### src/hpd_pkg.sv
// shared types and codes for the ham6 planar pixel decoder
// no dependencies
package hpd_pkg;

  localparam int COLOUR_W   = 12;
  localparam int PAL_IDX_W  = 4;
  localparam int PAL_DEPTH  = 16;
  localparam int COUNT_W    = 13;
  localparam int MAP_ADDR_W = 12;
  localparam int PIX_CNT_W  = 3;
  localparam int PLANES     = 6;

  localparam logic OP_LOAD   = 1'b0;
  localparam logic OP_DECODE = 1'b1;

  localparam logic [1:0] CTRL_PAL   = 2'd0;
  localparam logic [1:0] CTRL_BLUE  = 2'd1;
  localparam logic [1:0] CTRL_RED   = 2'd2;
  localparam logic [1:0] CTRL_GREEN = 2'd3;

  localparam logic [PIX_CNT_W-1:0] LAST_PIX = 3'd7;

  typedef logic [COLOUR_W-1:0] colour_t;

  typedef struct packed {
    colour_t colour;
    logic    last;
  } pixel_t;

  typedef struct packed {
    logic busy;
    logic finish;
  } seq_stat_t;

endpackage

### src/hpd_seq.sv
// pixel sequencer: palette, held colour and the hold-and-modify step
// one pixel per cycle while pix_ready is high, msb first; depends on hpd_pkg
module hpd_seq (
  input  logic                        clk,
  input  logic                        rst_n,
  input  logic                        dec_start,
  input  logic                        row_start,
  input  logic [7:0]                  plane_byte [hpd_pkg::PLANES],
  input  logic                        load_we,
  input  logic [hpd_pkg::PAL_IDX_W-1:0] load_idx,
  input  hpd_pkg::colour_t            load_val,
  output logic                        pix_valid,
  input  logic                        pix_ready,
  output hpd_pkg::pixel_t             pix,
  output hpd_pkg::seq_stat_t          stat
);
  import hpd_pkg::*;

  logic                 busy_r, busy_nxt;
  logic [PIX_CNT_W-1:0] cnt_r, cnt_nxt;
  logic [7:0]           pl_r [PLANES];
  colour_t              held_r, held_nxt;
  colour_t              pal_r [PAL_DEPTH];
  colour_t              pal0_r;
  logic [3:0]           data;
  logic [1:0]           ctrl;
  colour_t              colour;
  logic                 emit;

  assign data = {pl_r[3][7], pl_r[2][7], pl_r[1][7], pl_r[0][7]};
  assign ctrl = {pl_r[5][7], pl_r[4][7]};
  assign emit = busy_r && pix_ready;

  always_comb begin
    unique case (ctrl)
      CTRL_PAL:   colour = pal_r[data];
      CTRL_BLUE:  colour = {held_r[11:4], data};
      CTRL_RED:   colour = {data, held_r[7:0]};
      CTRL_GREEN: colour = {held_r[11:8], data, held_r[3:0]};
      default:    colour = held_r;
    endcase
  end

  assign pix_valid   = busy_r;
  assign pix.colour  = colour;
  assign pix.last    = (cnt_r == LAST_PIX);
  assign stat.busy   = busy_r;
  assign stat.finish = emit && (cnt_r == LAST_PIX);

  always_comb begin
    busy_nxt = busy_r;
    cnt_nxt  = cnt_r;
    held_nxt = held_r;
    if (emit) begin
      held_nxt = colour;
      cnt_nxt  = cnt_r + 1'b1;
      if (cnt_r == LAST_PIX) begin
        busy_nxt = 1'b0;
      end
    end
    if (dec_start) begin
      busy_nxt = 1'b1;
      cnt_nxt  = '0;
      if (row_start) begin
        held_nxt = pal0_r;
      end
    end
  end

  always_ff @(posedge clk) begin
    if (!rst_n) begin
      busy_r <= 1'b0;
      cnt_r  <= '0;
      held_r <= '0;
    end else begin
      busy_r <= busy_nxt;
      cnt_r  <= cnt_nxt;
      held_r <= held_nxt;
    end
  end

  // plane shift registers
  always_ff @(posedge clk) begin
    for (int p = 0; p < PLANES; p++) begin
      if (dec_start) begin
        pl_r[p] <= plane_byte[p];
      end else if (emit) begin
        pl_r[p] <= {pl_r[p][6:0], 1'b0};
      end
    end
  end

  // palette, entry 0 mirrored for row reload
  always_ff @(posedge clk) begin
    if (load_we) begin
      pal_r[load_idx] <= load_val;
      if (load_idx == '0) begin
        pal0_r <= load_val;
      end
    end
  end

endmodule

### config.mk
export PLATFORM = sky130hd
export DESIGN_NAME = hpd_seq
export DESIGN_NICKNAME = d
export VERILOG_FILES = /design/src/hpd_pkg.sv /design/src/hpd_seq.sv
export SDC_FILE = /design/constraint.sdc
export NUM_CORES = 1
export LEC_CHECK = 0
export BUFFER_PORTS_ARGS = -buffer_cell sky130_fd_sc_hd__buf_4
export CAP_MARGIN = 20
export CORE_UTILIZATION = 59
export CTS_CLUSTER_SIZE = 25
export DETAILED_ROUTE_END_ITERATION = 8
export PLACE_DENSITY = 0.79
export SLEW_MARGIN = 10
export SYNTH_ARGS = -nofsm -noshare
export SYNTH_HDL_FRONTEND = slang
export SYNTH_SLANG_ARGS = --single-unit
### constraint.sdc
create_clock -name clk -period 3.3 [get_ports clk]
set_clock_uncertainty 0.1 [all_clocks]
set_input_delay 0.66 -clock clk [delete_from_list [all_inputs] [get_ports clk]]
set_output_delay 0.66 -clock clk [all_outputs]
set_load 0.02 [all_outputs]
==> impl_metrics.tcl, run 1 <==
set metrics [dict create \
    core_area_um2 17360 \
    p_sw_share_pct 21.97 \
    wl_per_cell_um 23.51 \
    rsz0062_at_grt "no" \
    synth.avg_cell_area_um2 16.35 \
    power.share.clock_pct 37.6 \
    layout_commonest_cell "edfxtp_1" \
    die_w_um 135.5 \
    ys_types 37 \
    start_util_pct 60.56 \
    cts_setup_buffers 0 \
    start_kind "flip-flop" \
    layout.nets 824 \
    status "completed" \
    min_path_cells 3 \
    worstPathArrival_ns 2.48 \
    cts_tree "done" \
    p_sw_w 0.001538 \
    final_util_pct 70.49 \
    drive_gt1_share_pct 26.62 \
    clock_sinks 256 \
    ctsHoldBuffers 0 \
    syn-num-nets 715 \
    hold_path.class "in -> reg" \
    drt-total-wl_um 23390 \
    die-area_um2 18350 \
    synth.yosys.seq_area_share_pct 71.52 \
    area_delta_synth_final_pct 16.39 \
    grt_pass1_vias 6163 \
    port_buffers 85 \
    endpoint_kind "output pin" \
    layout_common_cells "edfxtp_1 (239), buf_4 (117), mux2i_1 (76)" \
    drc_errors 0 \
    synth-seq-cells 256 \
    grt_overflow 0 \
    routed_via_density 6.285 \
    tightestPinTransition_ns 0.8942 \
    root_buffer "clkbuf_16" \
    drt-initial-drc-count 823 \
    max_stage_delay_ns 0.50 \
    path_cells "nor2_2, buf_4, a22oi_1, a31oi_1, nand2_1, buf_4" \
    dp_hpwl_um 14900 \
    setup_tns_ns 0 \
    crit_path_max_fanout 11 \
    fmax_mhz 308.3 \
    max-slew-margin-rel_pct 40.39 \
    place.gp.congestion 0.8907 \
    die_y_um 135.5 \
    io_pins 86 \
    syn-instance-count 643 \
    synth-edff-count 239 \
    timing.final.crit_share_pct 98.28 \
    max_cap_viol_count 0 \
    leakagePower_nw 4.428 \
    crit_required_ns 2.54 \
    ff2ff_path_depth 4 \
    clk_path_buf_depth 3 \
    rows 48 \
    rr_endpoint "pl_r[1][7]$_DFFE_PP_" \
    clkLatencyLatePin_ns 0.52 \
    slew_viol_final 0 \
    min_period_ns 3.243 \
    route.vias.total 6254 \
    cts_resized 0 \
    n_antenna_cell 0 \
    synth_area_leaders "edfxtp_1 (68%), mux2i_1 (7.2%), mux2_2 (4.0%)" \
    antenna_found_initial 0 \
    drtPass1Iterations 5 \
    finalSetupViolCount 0 \
    path_class "reg -> out" \
    synthArstFlopShare_pct 0 \
    synth_top_area_share_pct 68.28 \
    worst_hold_path.endpoint "pl_r[4][0]$_SDFFE_PP0P_" \
    ys_warn_count 0 \
    hold_start "plane_byte[8]" \
    hold_viol 0 \
    htreeDepth 1 \
    p_int_w 0.005463 \
    combPwrFrac_pct 9.3 \
    worst_path_most_repeated_cell "buf_4" \
    synth_ff_type "edfxtp_1" \
    grt_max_degree 41 \
    power_frac_seq_pct 53.1 \
    cts.reportedPaths.clkPinSlew_ns 0.07 \
    cts_buffers 24 \
    grt_pass1_wl_um 34650 \
    ff2ff_setup_slack_ns 1.15 \
    peakVddDrop_v 0.0004720 \
    track_usage_pct 25.65 \
    syn_area_um2 10510 \
    cellPowerDensity_nw_per_um2 572.2 \
    drt.antenna.violating_nets 0 \
    reg2reg_from "pix_valid$_SDFFE_PN0P_" \
    synth_largest_area_cell "edfxtp_1" \
    cp_slowest_cell "edfxtp_1" \
]
worst max-delay path: cells and delay by family (launching register included):
kind | cells | cell delay (ns)
AND/OR/NAND/NOR | 2 | 0.56
flip-flops | 1 | 0.50
AO/OA/AOI/OAI | 2 | 0.42
buffers and inverters | 2 | 0.46
worst max path at each step:
stage	startpoint	endpoint	slack, ns	depth (start not counted)
after detailed placement	pl_r[0][7]$_DFFE_PP_	pix[12]	0.64	7
final	pl_r[1][7]$_DFFE_PP_	pix[6]	0.06	6
after CTS	pl_r[0][7]$_DFFE_PP_	pix[12]	0.06	7
after global routing	pl_r[1][7]$_DFFE_PP_	pix[6]	0.01	6
after floorplan	dec_start	pl_r[0][0]$_SDFFCE_PP0P_	0.69	2
after global placement	pl_r[0][7]$_DFFE_PP_	pix[3]	0.66	7
sequential cells by signal (all words and copies together) (netlist names):
register / flops
pix_valid: 1
cnt_r: 3
pl_r: 48
pal_r: 181
held_r: 12
pal0_r: 11
cell usage after synthesis, types with 2 or more instances:
master	count
o21ai_0	12
buf_4	3
ha_1	2
a31oi_1	22
o221ai_1	12
nand3_1	11
nand3b_1	2
buf_6	7
a22oi_1	36
dfxtp_1	17
or2_0	2
nor3_1	5
nand2_1	53
and2_1	8
nor2b_1	6
edfxtp_1	239
mux2i_1	76
buf_2	14
a41oi_1	3
a21oi_1	15
buf_8	3
nor2_1	14
mux2_2	37
nand2b_1	7
nor3b_1	2
clkbuf_1	11
mux4_1	2
mux4_2	8
a22o_1	6
final cells by class:
| type | count | area (um2) |
|---|---|---|
| well taps | 225 | 281.5 |
| multi-input cells | 349 | 2751 |
| fillers | 1057 | 5122 |
| clock buffers | 36 | 686.9 |
| clock inverters | 8 | 65.06 |
| flip-flops and latches | 256 | 7517 |
| repair buffers | 121 | 932.1 |
power by group through the flow:
stage / Clock (W) / Combinational (W) / Sequential (W)
final: 0.00263 / 0.000651 / 0.00372
after global routing: 0.00278 / 0.000689 / 0.00373
after CTS: 0.00266 / 0.000644 / 0.00372
after detailed placement: 0 / 0.000637 / 0.00379
after global placement: 0 / 0.000620 / 0.00378
after floorplan: 0 / 0.000395 / 0.00376
layer usage:
layer  track usage (%)  wire [um]  up-vias
met5                 0          0        -
met1             34.72       8814     3080
met3             3.816       2167       42
li1                  -          -     2766
met2             43.05      11890      366
met4             8.177        515        0
through the flow:
stage               hold slack, ns  cells  area, um2  worst slack (ns)  total power [W]
finish                      0.2489    995      12230           0.05668         0.007001
global route                0.2639    995      12230           0.01004         0.007192
CTS                         0.2433    995      12220           0.05678         0.007019
detailed placement          0.3552    951      11470            0.6353         0.004423
global placement            0.3450    951      11470            0.6613         0.004397
floorplan                   0.3362    643      10510            0.6941         0.004160
cell families after synthesis:
logic type | after synthesis | synth area share, %
AOI/OAI and AO/OA | 108 | 7.142
xor gates and xnor gates | 1 | 0.08334
adders and majority gates | 2 | 0.2380
buffers and inverters | 38 | 2.452
DFF | 256 | 71.52
muxes | 123 | 13.42
and+or+nand+nor | 115 | 5.154
(Power assumes the default switching activity.)
==> run 2, diff against run 1 <==
- RECOVER_POWER: unset -> 50
==> run 2 against run 1 <==
Against the previous run:
- combinational power fell by 1%
- power fell by 0.15%
- largest cell class unchanged
- maximum frequency rose by 0.29%
- clock power barely moved
- critical path type unchanged
- cell area fell by 0.57%
- sequential share of layout area rose by 0.35 points
- critical endpoint unchanged
- die area did not move
- core utilization fell by 0.40 points
- wire length rose by 0.17%
- non-clock buffer count did not move
- first-iteration DRC count rose by 2.3%
==> impl_metrics.tcl, run 2 (same netlist as run 1, synthesis figures left out) <==
set metrics [dict create \
    routed_via_density 6.302 \
    grt_pass1_vias 6163 \
    power_frac_seq_pct 53.2 \
    start_util_pct 60.56 \
    min_period_ns 3.234 \
    port_buffers 85 \
    leakagePower_nw 4.359 \
    place.gp.congestion 0.8907 \
    hold_start "plane_byte[8]" \
    rr_endpoint "pl_r[1][7]$_DFFE_PP_" \
    ff2ff_path_depth 4 \
    die-area_um2 18350 \
    hold_path.class "in -> reg" \
    clkLatencyLatePin_ns 0.52 \
    antenna_found_initial 0 \
    ff2ff_setup_slack_ns 0.80 \
    crit_path_start "pl_r[1][7]$_DFFE_PP_" \
    largest_register_ffs 181 \
    timing.final.crit_share_pct 97.99 \
    layout_common_cells "edfxtp_1 (239), buf_4 (99), mux2i_1 (76)" \
    crit_required_ns 2.54 \
    fmax_mhz 309.2 \
    worst_path_most_repeated_cell "buf_4" \
    path_class "reg -> out" \
    clk_path_buf_depth 3 \
    cts.reportedPaths.clkPinSlew_ns 0.07 \
    crit_path_max_fanout 11 \
    grt_max_degree 41 \
    finalSetupViolCount 0 \
    p_sw_w 0.001535 \
    reg_top3 "pal_r (181), pl_r (48), held_r (12)" \
    core_area_um2 17360 \
    path_delay_family "simple AND/OR/NAND/NOR gates" \
    cellPowerDensity_nw_per_um2 574.6 \
    layout.nets 824 \
    n_antenna_cell 0 \
    drive_gt1_share_pct 24.16 \
    max-slew-margin-rel_pct 39.36 \
    grt_overflow 0 \
    rows 48 \
    drt-total-wl_um 23430 \
    hold_viol 0 \
    tightestPinTransition_ns 0.9096 \
    die_y_um 135.5 \
    htreeDepth 1 \
    status "completed" \
    worst_hold_path.endpoint "pl_r[4][0]$_SDFFE_PP0P_" \
    drc_errors 0 \
    path_cells "nor2_2, buf_4, a22oi_1, a31oi_1, nand2_1, buf_4" \
    p_sw_share_pct 21.96 \
    cts_buffers 24 \
    rsz0062_at_grt "no" \
    p_int_w 0.005455 \
    ctsHoldBuffers 0 \
    layout_commonest_cell "edfxtp_1" \
    combPwrFrac_pct 9.2 \
    setup_tns_ns 0 \
    regMostFlops "pal_r" \
    wl_per_cell_um 23.55 \
    io_pins 86 \
    crit_buf_inv 2 \
    reg2reg_from "pix_valid$_SDFFE_PN0P_" \
    drtPass1Iterations 5 \
    root_buffer "clkbuf_16" \
    dp_hpwl_um 14900 \
    cp_slowest_cell "edfxtp_1" \
    grt_pass1_wl_um 34650 \
    slew_viol_final 0 \
    max_stage_delay_ns 0.50 \
    max_cap_viol_count 0 \
    drt-initial-drc-count 842 \
    drt.antenna.violating_nets 0 \
    track_usage_pct 25.65 \
    route.vias.total 6270 \
    cts_setup_buffers 0 \
    clock_sinks 256 \
    p_total_w 0.006990 \
    power.share.clock_pct 37.6 \
    min_path_cells 3 \
    worstPathArrival_ns 2.47 \
    peakVddDrop_v 0.0004716 \
    die_w_um 135.5 \
    start_kind "flip-flop" \
    endpoint_kind "output pin" \
    cts_tree "done" \
    area_delta_synth_final_pct 15.72 \
]
==> run 2: changes by cell type in the layout (fill, tap and decap cells not counted), sizes merged <==
cell	before	now
buf	121	103
clkbuf	36	54
==> run 2: worst max-delay path by stage <==
| stage | to | slack (ns) | depth (start not counted) |
|---|---|---|---|
| after global routing | pix[6] | 0.01 | 6 |
| after floorplan | pl_r[0][0]$_SDFFCE_PP0P_ | 0.69 | 2 |
| after CTS | pix[12] | 0.06 | 7 |
| final | pix[6] | 0.07 | 6 |
| after global placement | pix[3] | 0.66 | 7 |
| after detailed placement | pix[12] | 0.64 | 7 |
==> run 2: cell type report <==
cell class              count  area (um2)
multi-input cells         349        2749
repair buffers            121       864.6
clock inverters             8       65.06
well taps                 225       281.5
fillers                  1079        5192
flip-flops and latches    256        7517
clock buffers              36       686.9
==> run 2: power by group through the flow <==
| stage | Combinational (W) | Clock [W] | Sequential [W] |
|---|---|---|---|
| 2_1_floorplan | 0.000395 | 0 | 0.00376 |
| 3_3_place_gp | 0.000620 | 0 | 0.00378 |
| 3_5_place_dp | 0.000637 | 0 | 0.00379 |
| 4_1_cts | 0.000644 | 0.00266 | 0.00372 |
| 5_1_grt | 0.000680 | 0.00278 | 0.00373 |
| 6_report | 0.000642 | 0.00263 | 0.00372 |
==> run 2: layer usage <==
metal	global-route usage (%)	wire [um]	part of all wire [%]	vias up
met2	43.05	11930	51	340
met5	0	0	0	-
met3	3.816	2019	8.6	44
met4	8.177	533	2.3	0
met1	34.72	8942	38	3116
li1	-	-	-	2770
==> run 2: what timing repair did <==
action / in CTS / in global routing
resized for setup: 0 / 3
setup endpoints to repair: 0 / 5
hold endpoints to repair: 0 / 0
==> run 2: tightest hold or removal path: stages <==
cell,delay (ns)
buf_4,0.08
nand2_1,0.04
o21ai_0,0.06
==> run 2: metrics by stage <==
step	instance area [um2]	hold slack, ns	instances	worst slack, ns	utilization, %
final	12160	0.2563	995	0.06622	70.08
after global routing	12160	0.2639	995	0.01004	70.08
after CTS	12220	0.2433	995	0.05678	70.42
after detailed placement	11470	0.3552	951	0.6353	66.09
after global placement	11470	0.3450	951	0.6613	66.09
after floorplan	10510	0.3362	643	0.6941	-
